==> config.mk <==
export PLATFORM = sky130hd
export DESIGN_NAME = dlr_csr
export DESIGN_NICKNAME = d
export VERILOG_FILES = /design/src/hdl/dlr_pkg.sv /design/src/hdl/dlr_csr.sv
export SDC_FILE = /design/constraint.sdc
export NUM_CORES = 1
export LEC_CHECK = 0
export BUFFER_PORTS_ARGS = -buffer_cell sky130_fd_sc_hd__buf_2
export CAP_MARGIN = 20
export CORE_UTILIZATION = 40
export CTS_BUF_LIST = sky130_fd_sc_hd__clkbuf_4 sky130_fd_sc_hd__clkbuf_8 sky130_fd_sc_hd__clkbuf_16
export DETAILED_ROUTE_END_ITERATION = 8
export RECOVER_POWER = 50
export SYNTH_ARGS = -nofsm -noshare
export SYNTH_HDL_FRONTEND = slang
export SYNTH_SLANG_ARGS = --single-unit
export TNS_END_PERCENT = 10
==> constraint.sdc <==
create_clock -name clock -period 3.6 [get_ports clock]
set_input_delay 0.72 -clock clock [delete_from_list [all_inputs] [get_ports clock]]
set_output_delay 0.72 -clock clock [all_outputs]
set_load 0.005 [all_outputs]
==> src/hdl/dlr_pkg.sv <==
// dlr_pkg: shared types, constants and register codes of the downmix, lowpass and
// resample block
// no dependencies
package dlr_pkg;

   localparam int MAX_CHANNELS_DEF   = 32;
   localparam int SAMPLE_BITS_DEF    = 24;
   localparam int COEF_FRAC_BITS_DEF = 28;

   localparam int SIG_FRAC    = 30;     // mono signal fraction bits
   localparam int RECIP_BITS  = 24;     // reciprocal rom fraction bits
   localparam int PHASE_BITS  = 24;     // resampler phase fraction bits
   localparam int ROM_DEPTH   = 64;
   localparam int COUNT_W     = 6;
   localparam int STEP_W      = 28;
   localparam int COEF_W      = 32;
   localparam int CSR_IDX_W   = 3;
   localparam int CSR_DATA_W  = 32;
   localparam int PCM_W       = 16;
   localparam int PCM_SCALE   = 32767;
   localparam int SIG_W       = 32;
   localparam int DELAY_W     = 40;
   localparam int OFFSET_W    = 32;

   typedef enum logic [CSR_IDX_W-1:0] {
      CSR_CHANNEL_COUNT,
      CSR_RESAMPLE_STEP,
      CSR_STAGE_ONE_B0,
      CSR_STAGE_ONE_A1,
      CSR_STAGE_ONE_A2,
      CSR_STAGE_TWO_B0,
      CSR_STAGE_TWO_A1,
      CSR_STAGE_TWO_A2
   } csr_index_type;

   // coefficient pairs: index 0 is stage one, index 1 is stage two
   typedef struct packed {
      logic [COUNT_W-1:0]            channel_count;
      logic [STEP_W-1:0]             resample_step;
      logic [1:0][COEF_W-1:0]        b0;
      logic [1:0][COEF_W-1:0]        a1;
      logic [1:0][COEF_W-1:0]        a2;
   } cfg_type;

   typedef enum logic [3:0] {
      S_IDLE,
      S_MONO_MUL,
      S_MONO_RES,
      S_B0_MUL,
      S_B0_RES,
      S_A1_MUL,
      S_A1_RES,
      S_A2_MUL,
      S_A2_RES,
      S_INT_CHECK,
      S_INT_MUL,
      S_INT_RES,
      S_PCM_MUL,
      S_PCM_RES,
      S_EMIT,
      S_DONE
   } state_type;

endpackage

==> src/hdl/dlr_csr.sv <==
// dlr_csr: configuration register file, write only
// depends on dlr_pkg
module dlr_csr (
   input  logic                           clock,
   input  logic                           reset,
   input  logic                           csr_we,
   input  logic [dlr_pkg::CSR_IDX_W-1:0]  csr_index,
   input  logic [dlr_pkg::CSR_DATA_W-1:0] csr_wdata,
   output dlr_pkg::cfg_type               cfg
);
   import dlr_pkg::*;

   cfg_type cfg_ff;
   cfg_type cfg_in;

   always_comb begin
      cfg_in = cfg_ff;
      if (csr_we) begin
         case (csr_index_type'(csr_index))
            CSR_CHANNEL_COUNT: cfg_in.channel_count = csr_wdata[COUNT_W-1:0];
            CSR_RESAMPLE_STEP: cfg_in.resample_step = csr_wdata[STEP_W-1:0];
            CSR_STAGE_ONE_B0:  cfg_in.b0[0] = csr_wdata[COEF_W-1:0];
            CSR_STAGE_ONE_A1:  cfg_in.a1[0] = csr_wdata[COEF_W-1:0];
            CSR_STAGE_ONE_A2:  cfg_in.a2[0] = csr_wdata[COEF_W-1:0];
            CSR_STAGE_TWO_B0:  cfg_in.b0[1] = csr_wdata[COEF_W-1:0];
            CSR_STAGE_TWO_A1:  cfg_in.a1[1] = csr_wdata[COEF_W-1:0];
            CSR_STAGE_TWO_A2:  cfg_in.a2[1] = csr_wdata[COEF_W-1:0];
            default:           cfg_in = cfg_ff;
         endcase
      end
   end

   always_ff @(posedge clock) begin
      if (reset) begin
         cfg_ff               <= '0;
         cfg_ff.channel_count <= COUNT_W'(1);
         cfg_ff.resample_step <= STEP_W'(1) << PHASE_BITS;
      end else begin
         cfg_ff <= cfg_in;
      end
   end

   assign cfg = cfg_ff;

endmodule

=== Yosys cells after proc, flatten, opt, wreduce, memory -nomap -nowiden ===
Index checks and enable logic that the tools add are counted.

* Input bits: 38
* Memories: 0
* RAM bits: 0
* Output and inout port bits: 226
* Register bits after elaboration: 226
* Bits in read-only memories: 0
* Bits in latches: 0
* Word-level logic and storage cells: 24

* $mul: 0
* Shift operators: 0
* $lt $le $gt $ge: 0
* Divide/modulo/power cells: 0
* Add/subtract/negate cells: 0
* Bitwise gates (word level): 0
* Reductions and logical operators: 9
* Muxes and demuxes: 0
* Equal/unequal tests: 7

{| class="wikitable"
|+ Operators with widths
! cell !! number
|-
| $reduce_and 2->1 || 8
|-
| $eq 3x3->1 const B || 4
|-
| $eq 3x2->1 const B || 2
|-
| $eq 3x1->1 const B || 1
|-
| $logic_not 3->1 || 1
|}

=== Depth between registers and ports, before layout ===
* Depth in word-level cells: 2
* Depth in mapped cells: 5
* Gate-level depth less buffers: 2

=== Worst setup path before layout ===
No wires, ideal clock.

* Path type: in2reg
* Start point: in csr_index[2] (netlist bit)
* End point: reg cfg_ff, in the netlist cfg[198]
* Cell stages on the path: 5
* Path buffers: 3
* Library setup time: 0.072 ns
* Slack: 1.850 ns
* Data arrival time: 1.678 ns
* Required time: 3.528 ns
* Path through: buf_2 and4bb_2 buf_4 buf_4 mux2i_1

* Word-level cells in the longest chain between the ends: 2

{| class="wikitable"
|+ RTL lines
! item !! line !! text
|-
| start, declared || dlr_csr.sv:7 || <nowiki>input logic [dlr_pkg::CSR_IDX_W-1:0] csr_index,</nowiki>
|-
| $eq 3x1->1 || dlr_csr.sv:19 || <nowiki>case (csr_index_type'(csr_index))</nowiki>
|-
| $reduce_and 2->1 (no line) || -- ||
|-
| end signal, assigned || dlr_csr.sv:39 || <nowiki>cfg_ff <= cfg_in;</nowiki>
|-
| end, declared || dlr_csr.sv:13 || <nowiki>cfg_type cfg_ff;</nowiki>
|}

No other way between the ends.
A chain may end at the register's enable or synchronous reset.

==> metrics <==
Initial Utilization 0.414; row count 53; fill cell count 1951; antenna-violating nets left 0; Die Width 150 um; Worst Path Arrival 2.84 ns; CTS Buf Count 25; Seq/Total Area, Yosys 0.514; wire length of the first global-routing pass 35.2 mm; Overflow after GRT 0; Slowest-stage cell, CP clkbuf_1; chip height 150 um; status complete, but fails checks; crit-path cells clkbuf_1, buf_4, nand2b_1, mux2i_1; Period minus WS final 2.47 ns; Clock Latency Late Sink 0.51 ns; Worst Hold Margin 0.469 ns; critical setup path kind in -> reg; Setup crit end kind register; Seq cells post-synth 226; Syn-to-layout area delta 26.3%; clock transition at the registers of the reported paths 0.06 ns; post-synthesis instance total 784; final hold vios 0; syn avg cell area 11.2 um^2; Peak supply drop 0.000339 V; Slew HR -0.0887; setup bufs post-CTS 0; pre-CTS setup slack 1.15 ns; Placer Congestion 0.735; Synth cell types 15; CP peak stage delay 1.15 ns; max-slew violations 40; routed len/inst 17.6 um; H-tree depth 1; post_cts resized 0; hold-fix buffers at CTS 0; Leakage 5.84 nW; # diodes 0; clk root buf clkbuf_16; WP data required 3.97 ns; max-cap violations 1; Tot GR Track Use 0.201; Cell Pwr Density 497 nW/um^2; IO buf count 263; Die Area 22600 um^2; antenna violations before repair 1; drt pass-1 iters 4; core footprint 21300 um^2; hold crit path type reg -> reg; setup total negative slack 0 ns; Vias 6201; synth warn 0; reg-to-reg slack, setup 2.96 ns; RSZ-0062 raised after global routing false; Multi-input gate area 4010 um^2; Total Wirelength 23.2 mm; vias in the first global route 6062; share of layout cells above drive strength 1 0.268; Top Ports 264; failing checks max-capacitance violations, max-slew violations; DP HPWL 15.5 mm; final core utilization 0.522; DRC Markers 0; Final period util 0.687; Layout Nets 1064; f_max 405 MHz; CP Launch Type input pin; final worst setup slack 1.13 ns; pin count of the biggest net entering global routing 76; Cell Area, Synth 8800 um^2; CTS max path bufs 3; vias per inst 4.70; max reg flops 226; Final Power 5.53 mW; Critical Path Fanout Max 41; clk_skew 0 ns; Worst-Margin Slew 1.63 ns; CTS sink cnt 226; # setup viols final 0; syn nets 822; CTS tree done; Iteration-0 DRC Markers 207; register area 4520 um^2
[kinds of logic (layout without fill, tap and decap cells)]
group	after synthesis	after routing	synth area share
mux	226	226	0.257
flops	226	226	0.514
simple gates	270	270	0.195
buf+inv	62	321	0.0340
[report_power, final]
group | internal, mW | total (mW) | switching, mW
registers | 2.56 | 2.58 | 0.0275
logic | 0.160 | 0.345 | 0.184
clock network | 1.58 | 2.60 | 1.02
[worst paths after layout]
kind	start	endpoint	cells past startpoint
worst max-delay path	reset	cfg[27]$_SDFFE_PP0P_	4
worst min-delay path	cfg[198]$_SDFFE_PP0P_	cfg[198]$_SDFFE_PP0P_	2
worst max register to register	cfg[20]$_SDFFE_PP0P_	cfg[20]$_SDFFE_PP0P_	2
worst min register to register	cfg[198]$_SDFFE_PP0P_	cfg[198]$_SDFFE_PP0P_	2
[critical path: cells and delay by family]
| kind | cells | cell delay [ns] |
|---|---|---|
| buf+inv | 2 | 1.58 |
| mux | 1 | 0.13 |
| simple gates | 1 | 0.39 |
[layout by cell type, fill, tap and decap left out]
cell	n
nand2b_1	256
mux2i_1	226
dfxtp_1	226
buf_2	218
clkbuf_1	45
clkbuf_16	25
buf_4	12
clkbuf_8	7
nor2_1	4
clkinv_2	4
nand4b_1	3
clkbuf_4	3
nand4bb_1	2
bufinv_16	2
buf_12	2
and4bb_2	1
nor4bb_4	1
nand4bb_4	1
nand4_1	1
or4b_4	1
inv_6	1
clkinvlp_4	1
clkinv_4	1
[metrics by stage]
stage / cells / cell area (um^2)
4_1_cts: 1318 / 11200
3_3_place_gp: 1274 / 10300
6_report: 1318 / 11100
3_5_place_dp: 1274 / 10300
5_1_grt: 1318 / 11100
2_1_floorplan: 784 / 8800
[synthesized netlist by cell type]
cell | number | area, um^2
nand2b_1 | 256 | 1600
or4b_4 | 1 | 13.8
dfxtp_1 | 226 | 4520
buf_2 | 23 | 115
buf_4 | 4 | 30.0
buf_1 | 5 | 18.8
clkbuf_1 | 27 | 101
buf_6 | 3 | 33.8
nand4b_1 | 3 | 26.3
nor4bb_1 | 1 | 10.0
nand4bb_1 | 3 | 33.8
mux2i_1 | 226 | 2260
nand4_1 | 1 | 6.26
nor2_1 | 4 | 15.0
and4bb_2 | 1 | 12.5
[final cells by class]
| type | instances | share of cell area |
|---|---|---|
| clock inverter | 9 | 0.00945 |
| multi-input combinational | 496 | 0.361 |
| clock buffer | 35 | 0.0669 |
| sequential | 226 | 0.407 |
| timing repair buffer | 277 | 0.125 |
| tap | 275 | 0.0309 |
[per-layer routing]
metal / vias up / global-route usage / part of all wire
met4: 0 / 0.0495 / 0.018
li1: 3068 / - / -
met5: - / 0 / 0
met2: 192 / 0.323 / 0.44
met3: 33 / 0.0630 / 0.088
met1: 2908 / 0.259 / 0.45
Power figures use the tool's default switching activity.
