<file path="config.mk">
export PLATFORM = sky130hd
export DESIGN_NAME = dlr_mul
export DESIGN_NICKNAME = d
export VERILOG_FILES = /design/src/hdl/dlr_pkg.sv /design/src/hdl/dlr_mul.sv
export SDC_FILE = /design/constraint.sdc
export NUM_CORES = 2
export LEC_CHECK = 0
export BUFFER_PORTS_ARGS = -buffer_cell sky130_fd_sc_hd__buf_4
export CAP_MARGIN = 20
export CORE_ASPECT_RATIO = 1.75
export CORE_UTILIZATION = 50
export DETAILED_ROUTE_END_ITERATION = 8
export HOLD_SLACK_MARGIN = 0.02
export PLACE_DENSITY = 0.78
export SKIP_CTS_REPAIR_TIMING = 1
export SLEW_MARGIN = 40
export SYNTH_ARGS = -nofsm -noshare
export SYNTH_HDL_FRONTEND = slang
export SYNTH_SLANG_ARGS = --single-unit
</file>
<file path="constraint.sdc">
create_clock -name clock -period 9.8 [get_ports clock]
set_input_delay 1.96 -clock clock [delete_from_list [all_inputs] [get_ports clock]]
set_output_delay 1.96 -clock clock [all_outputs]
set_load 0.05 [all_outputs]
</file>
<file path="src/hdl/dlr_pkg.sv">
// dlr_pkg: shared types, constants and register codes of the downmix, lowpass and
// resample block
// no dependencies
package dlr_pkg;

   localparam int MAX_CHANNELS_DEF   = 32;
   localparam int SAMPLE_BITS_DEF    = 24;
   localparam int COEF_FRAC_BITS_DEF = 28;

   localparam int SIG_FRAC    = 30;     // mono signal fraction bits
   localparam int RECIP_BITS  = 24;     // reciprocal rom fraction bits
   localparam int PHASE_BITS  = 24;     // resampler phase fraction bits
   localparam int ROM_DEPTH   = 64;
   localparam int COUNT_W     = 6;
   localparam int STEP_W      = 28;
   localparam int COEF_W      = 32;
   localparam int CSR_IDX_W   = 3;
   localparam int CSR_DATA_W  = 32;
   localparam int PCM_W       = 16;
   localparam int PCM_SCALE   = 32767;
   localparam int SIG_W       = 32;
   localparam int DELAY_W     = 40;
   localparam int OFFSET_W    = 32;

   typedef enum logic [CSR_IDX_W-1:0] {
      CSR_CHANNEL_COUNT,
      CSR_RESAMPLE_STEP,
      CSR_STAGE_ONE_B0,
      CSR_STAGE_ONE_A1,
      CSR_STAGE_ONE_A2,
      CSR_STAGE_TWO_B0,
      CSR_STAGE_TWO_A1,
      CSR_STAGE_TWO_A2
   } csr_index_type;

   // coefficient pairs: index 0 is stage one, index 1 is stage two
   typedef struct packed {
      logic [COUNT_W-1:0]            channel_count;
      logic [STEP_W-1:0]             resample_step;
      logic [1:0][COEF_W-1:0]        b0;
      logic [1:0][COEF_W-1:0]        a1;
      logic [1:0][COEF_W-1:0]        a2;
   } cfg_type;

   typedef enum logic [3:0] {
      S_IDLE,
      S_MONO_MUL,
      S_MONO_RES,
      S_B0_MUL,
      S_B0_RES,
      S_A1_MUL,
      S_A1_RES,
      S_A2_MUL,
      S_A2_RES,
      S_INT_CHECK,
      S_INT_MUL,
      S_INT_RES,
      S_PCM_MUL,
      S_PCM_RES,
      S_EMIT,
      S_DONE
   } state_type;

endpackage

</file>
<file path="src/hdl/dlr_mul.sv">
// dlr_mul: shared signed multiplier with registered product
// depends on dlr_pkg
module dlr_mul #(
   parameter int MUL_W = 34
) (
   input  logic                      clock,
   input  logic signed [MUL_W-1:0]   op_a,
   input  logic signed [MUL_W-1:0]   op_b,
   output logic signed [2*MUL_W-1:0] product
);
   import dlr_pkg::*;

   logic signed [2*MUL_W-1:0] product_ff;
   logic signed [2*MUL_W-1:0] product_in;

   assign product_in = op_a * op_b;

   always_ff @(posedge clock) begin
      product_ff <= product_in;
   end

   assign product = product_ff;

endmodule

</file>
---- After elaboration in Yosys (flattened, before gate mapping) ----
Index checks and enable logic that the tools add are counted.
operators by class
  $mul .................................... 1
operators with widths
  kind                          count
  multiplier 34 x 34 -> 68 bit  1
storage, ports and cells
  output and inout bits ................... 68
  bits in registers ....................... 68
  logic and storage cells ................. 2
  input port bits ......................... 69

---- Longest topological paths before layout ----
  depth in word-level cells ............... 1
  depth in mapped cells ................... 31
  mapped depth without buffers ............ 29

---- Least setup slack after synthesis ----
OpenSTA, ideal clock, no wires.
  path kind ............................... input-to-reg
  start ................................... input op_a[33]
  end ..................................... register product_ff[61], in the netlist product[61]
  library setup time ...................... 72 ps
  buffers on the path ..................... 2
  cell stages on the path ................. 23
  arrival ................................. 9270 ps
  slack ................................... 458 ps
  data required time ...................... 9728 ps
  cell sequence ........................... clkbuf_1 > nand2_1 > inv_1 > fa_1 > fa_1 > fa_1 > fa_1 > fa_1 > fa_1 > fa_1 > fa_1 > ha_1 > clkbuf_1 > a21oi_1 > o21bai_1 > a21oi_1 > o21ai_0 > and2_1 > o41a_1 > o21ba_2 > a21o_1 > a21oi_2 > xnor2_1
between the ends
  cells in the longest elaborated chain, start to end .. 1
ends and longest elaborated chain
  item                          RTL line       text
  start, declared               dlr_mul.sv:7   input logic signed [MUL_W-1:0] op_a,
  multiplier 34 x 34 -> 68 bit  dlr_mul.sv:16  assign product_in = op_a * op_b;
  via product_in[61]            dlr_mul.sv:14  logic signed [2*MUL_W-1:0] product_in;
  end signal, assigned          dlr_mul.sv:19  product_ff <= product_in;
  end, declared                 dlr_mul.sv:13  logic signed [2*MUL_W-1:0] product_ff;
The timed path passes the listed nets, and every way through them passes these cells.

---- Final worst setup path ----
  start ................................... input op_b[25]
  end ..................................... register product_ff[67], in the netlist product[67]
between the ends
  cells in the longest elaborated chain, start to end .. 1
ends and longest elaborated chain
  item                          RTL line       text
  start, declared               dlr_mul.sv:8   input logic signed [MUL_W-1:0] op_b,
  multiplier 34 x 34 -> 68 bit  dlr_mul.sv:16
  via product_in[67]            dlr_mul.sv:14
The timed path passes the listed nets, and every way through them passes these cells.

==> flow_summary.toml <==
[synth]
synth.largest_area_cell = "sky130_fd_sc_hd__fa_1"
synthesis.area_per_instance_sq_um = 9.43
yosys-top-cells-area = "sky130_fd_sc_hd__fa_1, sky130_fd_sc_hd__inv_1, sky130_fd_sc_hd__and2_1, sky130_fd_sc_hd__ha_1, sky130_fd_sc_hd__nand2_1"
yosys_most_used_dff = "sky130_fd_sc_hd__dfxtp_1"
synth_seq_area_share_pct = 3.15
post_synth_instance_area_sq_um = 43200
ys_ff_latch = 68
syn_nets = 6092
synth_largest_type_area_fraction_pct = 57.6
synth_edf_count = 0
post_synth_inst_count = 4578
ys_async_sr_fraction_pct = 0
yosys.cell_types.count = 73
yosys_warnings = 0

[route]
first_iter_violations = 1863
count_of_vias_placed_by_the_detailed_router = 31769
routed_wirelength_um = 126000
first_pass_iters = 9
remaining_drc_errors = 0
detail-route-antenna-nets = 0
drt-vias-per-instance = 5.48
wl_per_cell_um = 21.7

[critical_path]
crit_path_top_delay_cell = "sky130_fd_sc_hd__fa_1"
worst_path_dominant_cell_family = "adder cells"
worstSetupPathType = "in -> reg"
worst_ep_arrival_time_ns = 9.88
cpMostUsedCell = "sky130_fd_sc_hd__fa_1"
critical_path.n_buffers_inverters = 7
critical_path.endpoint_type = "flip-flop"
timing.critical_path.from_type = "input pin"
crit_path_max_fanout = 21
slowest_delay_ns = 0.94
critPathRequiredTime_ns = 10.15

[global_routing]
via_count_of_the_first_global_routing_pass = 36609
grt_start_max_net_pins = 35
antenna_found_initial = 4
globalRouteTotalUtil_pct = 30.7
grt_first_pass_wirelength_um = 199000
globalRoute.totalOverflow = 0

[run]
maxCapViolations = 0

[sta]
finalWorstPathRequiredPeriod_ns = 9.53
finalHoldViolations = 0
min_period_over_period_pct = 97.3
rsz_0062_raised_after_global_routing = "no"
max_clock_freq_ghz = 0.105
worst_slew_pin_slew_ns = 0.801
setup_failing_eps_final = 0
setup-tns-final_ns = 0
final_max_slew_viol_count = 0
timing.slew.headroom_pct = 46.3

[floorplan]
floorplan.die.height_um = 391
die-area_sq_um = 87600
floorplan.initialDensity_pct = 50.4
design.core.area_sq_um = 85600
num_io_pins = 137
floorplan.rows = 142
die_width_um = 224

[placed_design]
dpl.cell_count = 5783
hpwl_um = 106000
place.gp.congestion = 0.981
port-buffer-count = 136

[clock_tree]
tritoncts.num_buffers = 9
numClockSinks = 68
worst_setup_hold_path_clk_slew_ns = 0.07
clock_tree_from_tritoncts = "done"
ctsLongestPathBuffers = 2
htreeDepth = 3
cts-root-buf = "sky130_fd_sc_hd__clkbuf_16"

[cells_and_area]
final_common_cell = "sky130_fd_sc_hd__fa_1"
n_fill_cell = 7552
layout-drive-gt1-share_pct = 7.12
final_cell_mix = "sky130_fd_sc_hd__fa_1, sky130_fd_sc_hd__inv_1, sky130_fd_sc_hd__and2_1, sky130_fd_sc_hd__nand2_1, sky130_fd_sc_hd__buf_4"
fin_cells = 5802
finish.net_count = 6156
largest_register_ffs = 68
area.growth.synth_to_final_pct = 7.33

[min_path]
worst_hold_path_type = "in -> reg"

[outcome]
run_status = "finished clean"
[cells in the mapped netlist (3+ instances only)]
cell type / count
sky130_fd_sc_hd__dfxtp_1: 68
sky130_fd_sc_hd__o21ai_2: 4
sky130_fd_sc_hd__nor2b_1: 7
sky130_fd_sc_hd__o21ai_0: 27
sky130_fd_sc_hd__o21bai_1: 13
sky130_fd_sc_hd__buf_6: 5
sky130_fd_sc_hd__buf_2: 7
sky130_fd_sc_hd__a2111oi_2: 3
sky130_fd_sc_hd__xor2_1: 20
sky130_fd_sc_hd__or3_1: 3
sky130_fd_sc_hd__a21oi_1: 54
sky130_fd_sc_hd__nand2_1: 550
sky130_fd_sc_hd__nor3_1: 10
sky130_fd_sc_hd__nand2b_1: 14
sky130_fd_sc_hd__o21a_1: 6
sky130_fd_sc_hd__o21ai_1: 7
sky130_fd_sc_hd__and3_1: 9
sky130_fd_sc_hd__a21oi_2: 4
sky130_fd_sc_hd__and2_1: 625
sky130_fd_sc_hd__inv_1: 1235
sky130_fd_sc_hd__nor4_1: 4
sky130_fd_sc_hd__o211ai_1: 8
sky130_fd_sc_hd__a211o_1: 3
sky130_fd_sc_hd__a21o_1: 37
sky130_fd_sc_hd__nand3_1: 8
sky130_fd_sc_hd__a211oi_1: 7
sky130_fd_sc_hd__fa_1: 1241
sky130_fd_sc_hd__nand4_1: 14
sky130_fd_sc_hd__ha_1: 204
sky130_fd_sc_hd__clkbuf_1: 216
sky130_fd_sc_hd__xnor2_1: 57
sky130_fd_sc_hd__nor2_1: 53
sky130_fd_sc_hd__a31oi_1: 7
[path summary, 6_finish.rpt]
path | slack [ns] | depth (start not counted) | to | startpoint
hold / removal | 1.94 | 2 | product[0] | op_b[0]
setup / recovery | 0.27 | 26 | product[67] | op_b[25]
[layout make-up]
cell class	count	area [sq um]	area share, %
antenna	3	7.51	0.0162
clock buffer	9	225	0.486
clock inverter	7	85.1	0.184
inverter	1236	4640	10.0
multi-input combinational	3043	36300	78.3
sequential	68	1360	2.94
tap	1152	1440	3.11
timing repair buffer	284	2310	4.98
[layer usage]
layer  up-vias  share of wire [%]  GRT usage (%)
li1      13023                  -              -
met4         2                 13           33.1
met2      1447                 53           54.7
met1     16555                 28           28.1
met3       742                5.4           5.03
met5         -              0.010              0
[cell families after synthesis]
group                      after synthesis  share of synthesized area (%)
DFF                                     68                           3.15
and+or+nand+nor                       1310                           15.5
xor gates and xnor gates                77                           1.56
buffers and inverters                 1467                           12.9
AOI/OAI and AO/OA                      211                           3.41
adders and majority gates             1445                           63.5
[per-stage QoR]
stage	instance area, sq um	setup WS [ns]	hold slack, ns	util, %
floorplan	43200	0.458	2.09	-
global placement	46000	-0.150	2.36	53.7
detailed placement	46000	-0.192	2.37	53.7
CTS	46300	0.250	1.93	54.1
global route	46300	0.00643	1.94	54.1
finish	46300	0.268	1.94	54.1
Power is not shown: default switching activity piles up to over one toggle a cycle in this logic, so the estimate is an artifact.
